--- src/hw/rtl/peer_table_stale_prune_core_defines.svh ---
// ----------------------------------------------------------------------------
// Peer table assertion macros
// Shared concurrent assertion forms used by the peer table RTL.
// ----------------------------------------------------------------------------
`ifndef PEER_TABLE_STALE_PRUNE_CORE_DEFINES_SVH
`define PEER_TABLE_STALE_PRUNE_CORE_DEFINES_SVH

// The consequent must hold in the same cycle as the antecedent.
`define PTSP_ASSERT_SAME(label, clk, rst, ante, cons, msg) \
   label: assert property (@(posedge clk) disable iff (rst) (ante) |-> (cons)) \
      else $error(msg);

// The consequent must hold in the cycle after the antecedent.
`define PTSP_ASSERT_NEXT(label, clk, rst, ante, cons, msg) \
   label: assert property (@(posedge clk) disable iff (rst) (ante) |=> (cons)) \
      else $error(msg);

`endif

--- src/hw/rtl/ptsp_pkg.sv ---
// ----------------------------------------------------------------------------
// Peer table package
// Entry layout, compare status and result codes shared by the peer table RTL.
// ----------------------------------------------------------------------------
`timescale 1ns / 1ps

package ptsp_pkg;

   localparam int ADDR_W = 48;
   localparam int TYPE_W = 8;
   localparam int RSSI_W = 8;
   localparam int TIME_W = 32;
   localparam int OUTCOME_W = 2;

   localparam int REQ_DATA_W = 96;
   localparam int RSP_DATA_W = 8;

   localparam logic [TIME_W-1:0] TIMEOUT_RESET = 32'd60000;

   localparam logic [OUTCOME_W-1:0] OUTCOME_REFRESHED = 2'd0;
   localparam logic [OUTCOME_W-1:0] OUTCOME_INSERTED  = 2'd1;
   localparam logic [OUTCOME_W-1:0] OUTCOME_DROPPED   = 2'd2;

   // One stored peer, also the form of an incoming sighting.
   typedef struct packed {
      logic [TIME_W-1:0] last_seen;
      logic [RSSI_W-1:0] rssi;
      logic [TYPE_W-1:0] addr_type;
      logic [ADDR_W-1:0] addr_value;
   } entry_type;

   // Result of comparing one stored entry against the sighting.
   typedef struct packed {
      logic match;
      logic stale;
   } cmp_status_type;

endpackage

--- src/hw/rtl/ptsp_entry_cmp.sv ---
// ----------------------------------------------------------------------------
// Peer entry compare unit
// Checks one stored entry for an address match and for staleness.
// ----------------------------------------------------------------------------
`timescale 1ns / 1ps

module ptsp_entry_cmp
   import ptsp_pkg::*;
(
   input  entry_type          entry,
   input  entry_type          sighting,
   input  logic [TIME_W-1:0]  timeout_ms,
   output cmp_status_type     status
);

   logic [TIME_W-1:0] age;

   // Age wraps at 32 bits, so a last-seen time ahead of now looks very old.
   assign age = sighting.last_seen - entry.last_seen;

   assign status.match = (entry.addr_value == sighting.addr_value) &&
                         (entry.addr_type == sighting.addr_type);
   assign status.stale = (age >= timeout_ms);

endmodule

--- src/hw/rtl/peer_table_stale_prune_core.sv ---
// ----------------------------------------------------------------------------
// Peer table with stale pruning
// Keeps up to MAX_PEERS radio peers, refreshing known ones and appending new
// ones, and prunes stale entries when the table is full.
// ----------------------------------------------------------------------------
// A sighting word is taken when the core is idle and answered with one result
// word. The core searches the table one entry at a time, a read step then a
// compare step, because the entries sit in a memory with one registered read
// port and one compare unit serves every step. A match refreshes that entry,
// a miss appends the sighting if the table has room, and a sighting that
// meets a full table adds a pruning pass over every entry before it is
// inserted or dropped. The next sighting may be taken while the previous result
// word still waits on the result side.
`timescale 1ns / 1ps

`include "peer_table_stale_prune_core_defines.svh"

module peer_table_stale_prune_core
   import ptsp_pkg::*;
#(
   parameter int MAX_PEERS = 16
)
(
   input  logic                   clock,
   input  logic                   reset,
   // Sighting words.
   input  logic                   req_tvalid,
   output logic                   req_tready,
   // From bit 0: addr_value[47:0], addr_type[55:48], rssi[63:56], now_ms[95:64].
   input  logic [REQ_DATA_W-1:0]  req_tdata,
   // Result words.
   output logic                   rsp_tvalid,
   input  logic                   rsp_tready,
   // From bit 0: outcome[1:0], zero fill above.
   output logic [RSP_DATA_W-1:0]  rsp_tdata,
   // Timeout register write.
   input  logic                   csr_wr_en,
   input  logic [TIME_W-1:0]      csr_wr_data
);

   localparam int IDX_W = (MAX_PEERS > 1) ? $clog2(MAX_PEERS) : 1;
   localparam int CNT_W = $clog2(MAX_PEERS + 1);
   localparam logic [CNT_W-1:0] FULL_COUNT = CNT_W'(MAX_PEERS);

   localparam logic [2:0] ST_IDLE     = 3'd0;
   localparam logic [2:0] ST_SCAN_RD  = 3'd1;
   localparam logic [2:0] ST_SCAN_CHK = 3'd2;
   localparam logic [2:0] ST_DECIDE   = 3'd3;
   localparam logic [2:0] ST_PR_RD    = 3'd4;
   localparam logic [2:0] ST_PR_CHK   = 3'd5;
   localparam logic [2:0] ST_DONE     = 3'd6;

   logic [2:0]            state_ff, state_in;
   logic [TIME_W-1:0]     timeout_ff;
   entry_type             sighting_ff, sighting_in;
   logic [IDX_W-1:0]      idx_ff, idx_in;
   logic [CNT_W-1:0]      count_ff, count_in;
   logic [CNT_W-1:0]      keep_ff, keep_in;
   logic                  pruned_ff, pruned_in;
   logic [OUTCOME_W-1:0]  outcome_ff, outcome_in;
   logic                  rsp_valid_ff, rsp_valid_in;
   logic [OUTCOME_W-1:0]  rsp_outcome_ff, rsp_outcome_in;

   entry_type             entry_mem [MAX_PEERS];
   entry_type             rd_data_ff;
   logic                  wr_en;
   logic [IDX_W-1:0]      wr_addr;
   entry_type             wr_data;

   cmp_status_type        cmp_status;
   logic                  req_fire;
   logic                  last_idx;
   logic                  rsp_free;

   assign req_tready = (state_ff == ST_IDLE);
   assign req_fire   = req_tvalid && req_tready;
   assign rsp_tvalid = rsp_valid_ff;
   assign rsp_tdata  = {{(RSP_DATA_W - OUTCOME_W){1'b0}}, rsp_outcome_ff};
   assign rsp_free   = !rsp_valid_ff || rsp_tready;
   assign last_idx   = ((CNT_W'(idx_ff) + CNT_W'(1)) == count_ff);

   // Timeout register.
   always_ff @(posedge clock) begin
      if (reset) begin
         timeout_ff <= TIMEOUT_RESET;
      end else if (csr_wr_en) begin
         timeout_ff <= csr_wr_data;
      end
   end

   // Shared compare unit over the entry just read.
   ptsp_entry_cmp u_cmp (
      .entry      (rd_data_ff),
      .sighting   (sighting_ff),
      .timeout_ms (timeout_ff),
      .status     (cmp_status)
   );

   // Entry memory: one write port, one registered read port at the scan index.
   always_ff @(posedge clock) begin
      if (wr_en) begin
         entry_mem[wr_addr] <= wr_data;
      end
      rd_data_ff <= entry_mem[idx_ff];
   end

   // Sequencer.
   always_comb begin
      state_in       = state_ff;
      sighting_in    = sighting_ff;
      idx_in         = idx_ff;
      count_in       = count_ff;
      keep_in        = keep_ff;
      pruned_in      = pruned_ff;
      outcome_in     = outcome_ff;
      rsp_valid_in   = rsp_valid_ff && !rsp_tready;
      rsp_outcome_in = rsp_outcome_ff;
      wr_en          = 1'b0;
      wr_addr        = idx_ff;
      wr_data        = sighting_ff;

      case (state_ff)
         ST_IDLE: begin
            if (req_fire) begin
               sighting_in.addr_value = req_tdata[47:0];
               sighting_in.addr_type  = req_tdata[55:48];
               sighting_in.rssi       = req_tdata[63:56];
               sighting_in.last_seen  = req_tdata[95:64];
               idx_in    = '0;
               pruned_in = 1'b0;
               state_in  = (count_ff == '0) ? ST_DECIDE : ST_SCAN_RD;
            end
         end
         ST_SCAN_RD: begin
            state_in = ST_SCAN_CHK;
         end
         ST_SCAN_CHK: begin
            if (cmp_status.match) begin
               // Same address and type: rewrite the entry with the new
               // strength and time.
               wr_en      = 1'b1;
               wr_addr    = idx_ff;
               outcome_in = OUTCOME_REFRESHED;
               state_in   = ST_DONE;
            end else if (last_idx) begin
               state_in = ST_DECIDE;
            end else begin
               idx_in   = idx_ff + IDX_W'(1);
               state_in = ST_SCAN_RD;
            end
         end
         ST_DECIDE: begin
            if (count_ff < FULL_COUNT) begin
               wr_en      = 1'b1;
               wr_addr    = count_ff[IDX_W-1:0];
               count_in   = count_ff + CNT_W'(1);
               outcome_in = OUTCOME_INSERTED;
               state_in   = ST_DONE;
            end else if (pruned_ff) begin
               outcome_in = OUTCOME_DROPPED;
               state_in   = ST_DONE;
            end else begin
               idx_in   = '0;
               keep_in  = '0;
               state_in = ST_PR_RD;
            end
         end
         ST_PR_RD: begin
            state_in = ST_PR_CHK;
         end
         ST_PR_CHK: begin
            // Survivors slide down to the keep position in their order.
            if (!cmp_status.stale) begin
               wr_en   = (keep_ff != CNT_W'(idx_ff));
               wr_addr = keep_ff[IDX_W-1:0];
               wr_data = rd_data_ff;
               keep_in = keep_ff + CNT_W'(1);
            end
            if (last_idx) begin
               count_in  = keep_in;
               pruned_in = 1'b1;
               state_in  = ST_DECIDE;
            end else begin
               idx_in   = idx_ff + IDX_W'(1);
               state_in = ST_PR_RD;
            end
         end
         ST_DONE: begin
            if (rsp_free) begin
               rsp_valid_in   = 1'b1;
               rsp_outcome_in = outcome_ff;
               state_in       = ST_IDLE;
            end
         end
         default: begin
            state_in = ST_IDLE;
         end
      endcase
   end

   // Control registers.
   always_ff @(posedge clock) begin
      if (reset) begin
         state_ff     <= ST_IDLE;
         count_ff     <= '0;
         rsp_valid_ff <= 1'b0;
         idx_ff       <= '0;
         keep_ff      <= '0;
         pruned_ff    <= 1'b0;
      end else begin
         state_ff     <= state_in;
         count_ff     <= count_in;
         rsp_valid_ff <= rsp_valid_in;
         idx_ff       <= idx_in;
         keep_ff      <= keep_in;
         pruned_ff    <= pruned_in;
      end
   end

   // Payload registers.
   always_ff @(posedge clock) begin
      sighting_ff    <= sighting_in;
      outcome_ff     <= outcome_in;
      rsp_outcome_ff <= rsp_outcome_in;
   end

   // Checks on the sequencer and table bookkeeping.
   `PTSP_ASSERT_SAME(a_count_bound, clock, reset, 1'b1, count_ff <= FULL_COUNT,
      "entry count exceeds table depth")
   `PTSP_ASSERT_NEXT(a_busy_after_accept, clock, reset, req_fire, !req_tready,
      "core ready again right after taking a sighting")
   `PTSP_ASSERT_SAME(a_keep_behind_scan, clock, reset, state_ff == ST_PR_CHK,
      keep_ff <= CNT_W'(idx_ff), "prune keep pointer ran ahead of the scan")
   `PTSP_ASSERT_SAME(a_outcome_code, clock, reset, rsp_valid_ff,
      rsp_outcome_ff <= OUTCOME_DROPPED, "result word carries an unused outcome code")
   `PTSP_ASSERT_SAME(a_prune_only_full, clock, reset, state_ff == ST_PR_RD,
      count_ff == FULL_COUNT, "pruning pass started on a table that is not full")

endmodule
--- config.mk ---
export PLATFORM = sky130hd
export DESIGN_NAME = peer_table_stale_prune_core
export DESIGN_NICKNAME = d
export VERILOG_FILES = /design/src/hw/rtl/ptsp_pkg.sv /design/src/hw/rtl/ptsp_entry_cmp.sv /design/src/hw/rtl/peer_table_stale_prune_core.sv
export VERILOG_INCLUDE_DIRS = /design/src /design/src/hw/rtl
export SDC_FILE = /design/constraint.sdc
export NUM_CORES = 2
export LEC_CHECK = 0
export ABC_AREA = 1
export BUFFER_PORTS_ARGS = -buffer_cell sky130_fd_sc_hd__buf_2
export CORE_ASPECT_RATIO = 1.4
export CORE_MARGIN = 5
export CORE_UTILIZATION = 50
export DETAILED_ROUTE_END_ITERATION = 16
export PLACE_DENSITY = 0.67
export SYNTH_ARGS = -nofsm -noshare
export SYNTH_HDL_FRONTEND = slang
export SYNTH_SLANG_ARGS = --single-unit
--- constraint.sdc ---
create_clock -name clock -period 8.25 [get_ports clock]
set_clock_uncertainty 0.05 [all_clocks]
set_input_delay 1.2375 -clock clock [delete_from_list [all_inputs] [get_ports clock]]
set_output_delay 1.2375 -clock clock [all_outputs]
set_load 0.02 [all_outputs]
; ---- Yosys cells after proc, flatten, opt, wreduce, memory -nomap -nowiden
; Memory sizes are Yosys's and may differ from the RTL's. A register that Yosys moved wholly into a read port is not among the register bits.
; Index checks and enable logic that the tools add are counted.
[totals]
regBits = 151
mem_bits_rw = 1536
input_bits = 133
word_cells = 102
mem_count = 1
[classes]
n_addsub = 5
n_lt_le_gt_ge = 2
eq_ne = 19
muxes = 42
reduce_logical = 20
[memory_table]
columns = name, depth, width, read_ports, rd_clocked_by_memory_dff, wr, line_no
row1 = entry_mem, 16, 96, 1, 1, 1, peer_table_stale_prune_core.sv:64  ; entry_type entry_mem [MAX_PEERS];
[ops]
columns = operator, n
row1 = 2-to-1 mux 96 bit, 2
row2 = equality test 48 bit, 1
row3 = >= comparator 32 bit, 1
row4 = subtractor 32 bit, 1
row5 = 2-to-1 mux 4 bit, 7
row6 = 2-to-1 mux 5 bit, 5
row7 = case mux 3 bit (7 select lines), 1
row8 = case mux 5 bit (2 select lines), 2
row9 = case mux 4 bit (4 select lines), 1
row10 = 2-to-1 mux 2 bit, 7
row11 = inequality test 2 bit (second input constant), 7
row12 = 2-to-1 mux 3 bit, 4
row13 = AND reduction 3 bit, 4
row14 = adder 5 x 1 -> 5 bit (second input constant), 2
row15 = equality test 3 bit (second input constant), 3
row16 = 2-to-1 mux 1 bit, 9
row17 = equality test 8 bit, 1
row18 = case mux 4 bit (2 select lines), 1
row19 = equality test 3 x 2 -> 1 bit (second input constant), 2
row20 = AND reduction 2 bit, 3
row21 = nonzero test 2 bit, 3
row22 = adder 4 x 1 -> 5 bit (second input constant), 1
row23 = equality test 5 bit, 1
row24 = logical NOT 5 bit, 1
row25 = 15 further kinds, 18

; ---- Depth between registers and ports, before layout
[depth]
word_depth = 6
depth_mapped = 28
depth_no_buf = 28

; ---- By module
; From an unflattened synthesis, not the netlist that was laid out.
[hier_totals]
hier_cells = 5743
area_unflattened_um2 = 71653.7
[modules_own_cells]
columns = mod, instances, cells_each, area_per_inst_um2, seq_area_each_um2
row1 = peer_table_stale_prune_core, 1, 4965, 67611.1, 52069.9
row2 = ptsp_entry_cmp, 1, 778, 4042.6, 0.0

; ---- Worst setup path before layout
; Ideal clock, no wire load.
[synth_path]
path_type = register -> register
startpoint = register sighting_ff[66] in the netlist's numbering
endpoint = memory entry_mem[14][0] in the netlist's numbering (enable)
arrival_time_ns = 6.912
setup_slack_ns = 0.753
path_stages_with_launch = 23
path_buffers = 0
cell_sequence = edfxtp_1 -> ha_1 -> a21oi_1 -> nand2_1 -> a21boi_0 -> o21bai_1 -> a21o_1 -> nand2_1 -> nand2_1 -> nand2_1 -> a21o_1 -> nand2_1 -> ha_1 -> a21oi_1 -> o21a_1 -> nand2_1 -> a21oi_4 -> nand2_4 -> nor2_4 -> nand2_1 -> nand3_2 -> nand3_1 -> nor2_1
[synth_between]
elab_chain_cells = 6
[synth_lines]
columns = item, line_no
row1 = from (decl), peer_table_stale_prune_core.sv:55  ; entry_type sighting_ff, sighting_in;
row2 = from (signal assigned), peer_table_stale_prune_core.sv:222  ; sighting_ff <= sighting_in;
row3 = subtractor 32 bit *, ptsp_entry_cmp.sv:19  ; assign age = sighting.last_seen - entry.last_seen;
row4 = >= comparator 32 bit *, ptsp_entry_cmp.sv:23  ; assign status.stale = (age >= timeout_ms);
row5 = 2-to-1 mux 1 bit, peer_table_stale_prune_core.sv:173  ; if (!cmp_status.stale) begin
row6 = case mux 1 bit (3 select lines), peer_table_stale_prune_core.sv:122  ; case (state_ff)
row7 = 2-to-1 mux 1 bit, peer_table_stale_prune_core.sv:101  ; if (wr_en) begin
row8 = 2-to-1 mux 1 bit (implied by the code), peer_table_stale_prune_core.sv:102  ; entry_mem[wr_addr] <= wr_data;
row9 = to (decl), peer_table_stale_prune_core.sv:64
; Mark *: on every way between the ends. The rest lies on a longest branch, timed or not.

==> impl_metrics.py <==
metrics = {
    "outcome": {
        "status": "complete, no violations",
    },
    "sta": {
        "slew_viol_final": 0,
        "tightest_slew_ps": 1431,
        "holdWs_ps": 379.3,
        "max_freq_mhz": 160.3,
        "rsz0062_at_grt": "no",
        "fin_crit_sh": 0.7560,
        "maxSlewHeadroom": 0.04575,
        "finalHoldViolCount": 0,
        "fin_crit_ps": 6237,
        "setup_violations": 0,
        "setup_tns_ps": 0,
    },
    "drt": {
        "vias_per_cell": 6.005,
        "first_pass_iters": 6,
        "ant_nets": 0,
        "route.detailed.drc": 0,
        "drt_iter0_drc": 4585,
        "finalWirelength_mm": 167.1,
        "vias": 42357,
        "drt-wirelength-per-cell_um": 23.69,
    },
    "power_and_ir_drop": {
        "netSwitchingPower_mw": 7.983,
        "p_per_area_mw_per_mm2": 328.4,
        "total_leakage_power_nw": 24.72,
        "p_comb_frac": 0.273,
        "ir_worst_vdd_v": 0.0002928,
        "p_sw_frac": 0.3315,
        "power.share.clock": 0.295,
        "internal_power_mw": 16.10,
        "seqPwrFrac": 0.431,
    },
    "final_layout": {
        "fillers": 10337,
        "layout.nets": 5375,
        "drive_above_1_share": 0.09691,
        "layoutNonFillerInstCount": 7054,
        "postLayoutCoreUtil": 0.5622,
        "synthToLayoutAreaGrowth_pct": 11.98,
    },
    "clocking": {
        "cts.path.max_buffers": 3,
        "hold_buffers": 0,
        "clkLatencyLatePin_ps": 780,
        "numCtsBuffers": 155,
        "post_cts_buffers": 0,
        "clockRootBuffer": "clkbuf_16",
        "clk_pin_slew_worst_paths_ps": 60,
        "cts_resized": 0,
        "cts_htree_levels": 4,
        "cts_tree": "done",
        "cts.sinks": 1639,
    },
    "synth": {
        "synth_area_mm2": 0.06549,
        "synth_top_cell_by_area": "edfxtp_1",
        "synth.yosys.seq_area_share": 0.7303,
        "synth_seq_cells": 1639,
        "yosysUniqueCellTypes": 49,
        "ys_top_cells_by_area": "edfxtp_1 (69%), o21ai_0 (6.2%), nor2_1 (4.6%)",
        "synth_warnings": 0,
        "postSynthAreaPerCell_um2": 12.82,
        "synth_top_area_frac": 0.6878,
        "syn_inst": 5110,
    },
    "setup_path": {
        "r2r-end": "entry_mem[9][89]",
        "required_ps": 8710,
        "cp-end-kind": "flop",
        "crit_path_start_kind": "flop",
        "worstSetupStartpoint": "sighting_ff[74]",
        "crit_end": "entry_mem[9][89]",
        "cp_common_cell": "buf_4",
        "crit_fanout": 60,
        "cpPeakStageDelay_ps": 710,
        "r2r_setup_slack_ps": 2010,
        "crit_chain": "ha_1 > a21oi_1 > o21a_1 > nand3_1 > a21boi_0 > o21ai_0 > a21oi_1 > xnor2_1 > ha_1 > nand2_1 > nor2_1 > nand4_1 > nor2_1 > nand2_2 > nand2_4 > nor2_4 > buf_4 > inv_4 > buf_4 > o21ai_0 > buf_4",
        "arrival_ps": 6690,
        "critPathKind": "reg2reg",
        "rr_worst_depth": 21,
        "critPathSlowestCell": "inv_4",
        "rr_startpoint": "sighting_ff[74]",
    },
    "place": {
        "place.gp.congestion": 0.9036,
        "port_buffers": 128,
        "dp_hpwl_mm": 82.54,
        "numPlacedInstances": 6766,
    },
    "global_route": {
        "grt_pass1_wl_mm": 251.0,
        "grt_max_degree": 240,
        "grt_antenna_before_repair": 1,
        "grt_overflow_total": 0,
        "grt.total_usage": 0.2371,
        "grt_pass1_vias": 41707,
    },
    "die": {
        "die_area_mm2": 0.1384,
        "io-pin-count": 143,
        "die_y_um": 438.2,
        "start_util": 0.5021,
        "fp.dieW_um": 315.9,
        "fp-row-count": 157,
        "core_area_mm2": 0.1304,
    },
    "job": {
        "cap_violations": 0,
    },
    "hold_path": {
        "hold_path_class": "reg2reg",
    },
}
layout make-up:
type | instances | area, um2 | share of cell area
Inverter | 164 | 643.1 | 0.008770
Multi-Input combinational cell | 2980 | 15830 | 0.2159
Tap cell | 1749 | 2188 | 0.02984
Clock inverter | 78 | 757.0 | 0.01032
Sequential cell | 1639 | 47840 | 0.6524
Timing Repair Buffer | 234 | 1749 | 0.02385
Clock buffer | 209 | 4318 | 0.05888
Antenna cell | 1 | 2.502 | 0.00003412
routing by layer:
metal,global-route usage,wire length (um),vias up
met5,0,0,-
met4,0.08463,5418,0
met3,0.03636,12940,336
met2,0.3973,81820,1912
met1,0.3175,66960,21031
li1,-,-,19078
metrics by stage:
step | cell area [um2] | setup WS [ps] | power [mW]
floorplan | 65510 | 753.0 | 14.96
finish | 73330 | 2013 | 24.08
global route | 73330 | 1671 | 25.34
detailed placement | 68250 | 2001 | 17.08
global placement | 68250 | 2027 | 16.91
CTS | 73330 | 1972 | 24.16
power groups by stage:
stage	sequential [mW]	clock, mW	combinational (mW)
2_1_floorplan	10.4	0	4.58
3_5_place_dp	10.6	0	6.53
3_3_place_gp	10.5	0	6.37
4_1_cts	10.4	7.22	6.56
5_1_grt	10.4	7.58	7.34
6_report	10.4	7.11	6.58
worst min path at each step:
stage	slack, ps	cells after the start	start	to
2_1_floorplan	350	0	outcome_ff[0]	rsp_outcome_ff[0]
3_3_place_gp	360	0	outcome_ff[0]	rsp_outcome_ff[0]
3_5_place_dp	370	0	outcome_ff[0]	rsp_outcome_ff[0]
4_1_cts	380	0	outcome_ff[0]	rsp_outcome_ff[0]
5_1_grt	400	0	outcome_ff[0]	rsp_outcome_ff[0]
6_report	380	0	outcome_ff[0]	rsp_outcome_ff[0]
cell usage after synthesis, drive strengths merged:
| library cell | number |
|---|---|
| o21bai | 4 |
| nand4 | 17 |
| nor4 | 2 |
| o211ai | 71 |
| nand3 | 145 |
| fa | 1 |
| a31oi | 9 |
| conb | 1 |
| nand3b | 1 |
| nor2 | 804 |
| a221oi | 5 |
| ha | 67 |
| o21a | 5 |
| o2111ai | 2 |
| clkbuf | 258 |
| inv | 164 |
| o31ai | 1 |
| dfxtp | 139 |
| xor2 | 38 |
| nor3 | 15 |
| a21oi | 105 |
| o22ai | 71 |
| xnor2 | 42 |
| edfxtp | 1500 |
| o221ai | 282 |
| nand2 | 447 |
| o21ai | 816 |
| a21o | 9 |
| or2 | 9 |
| a211oi | 2 |
| a21boi | 3 |
| buf | 74 |
| a22oi | 1 |
cells in the final DEF (no fill, tap or decap), types with 5 or more instances in the layout:
cell / netlist / layout
inv_1: 159 / 157
nand2_1: 443 / 443
o21a_1: 5 / 5
a21oi_1: 104 / 104
bufinv_16: 0 / 13
o22ai_1: 71 / 71
xor2_1: 37 / 37
nor2_4: 1 / 18
o21ai_0: 812 / 810
clkbuf_16: 0 / 160
o221ai_1: 282 / 282
ha_1: 67 / 67
clkbuf_8: 0 / 13
clkinv_1: 0 / 20
a21o_1: 9 / 9
nor3_1: 15 / 15
a31oi_1: 9 / 9
conb_1: 1 / 6
buf_12: 0 / 25
clkbuf_1: 258 / 36
buf_4: 8 / 81
or2_2: 8 / 8
nand3_1: 143 / 143
o211ai_1: 71 / 71
buf_2: 54 / 128
nor2_1: 801 / 784
dfxtp_1: 139 / 135
clkinvlp_4: 0 / 7
o21ai_1: 4 / 6
nand4_1: 16 / 16
inv_6: 0 / 10
xnor2_1: 42 / 42
clkinv_2: 0 / 27
edfxtp_1: 1500 / 1500
critical path, delay by kind of cell (launching register included):
family | cells | cell delay, ps
adder cells (fa/ha/maj) | 2 | 690
AO/OA/AOI/OAI | 6 | 1640
flip-flops | 1 | 400
XOR/XNOR | 1 | 100
AND/OR/NAND/NOR | 8 | 1190
buffers and inverters | 4 | 1820
logic make-up after synthesis:
kind of cell	share of synthesized area
AOI/OAI and AO/OA	0.1280
other	0.00005726
adders and majority gates	0.01311
xor gates and xnor gates	0.01081
and+or+nand+nor	0.08760
DFF	0.7303
buffers and inverters	0.03015
state kept, by name (all words and copies together), names as in the netlist:
signal / cells
entry_mem: 1408
rd_data_ff: 88
sighting_ff: 88
timeout_ff: 32
count_ff: 5
keep_ff: 5
idx_ff: 4
state_ff: 3
outcome_ff: 2
rsp_outcome_ff: 2
pruned_ff: 1
rsp_tvalid: 1
No activity file was read; power rests on OpenSTA's default activity.
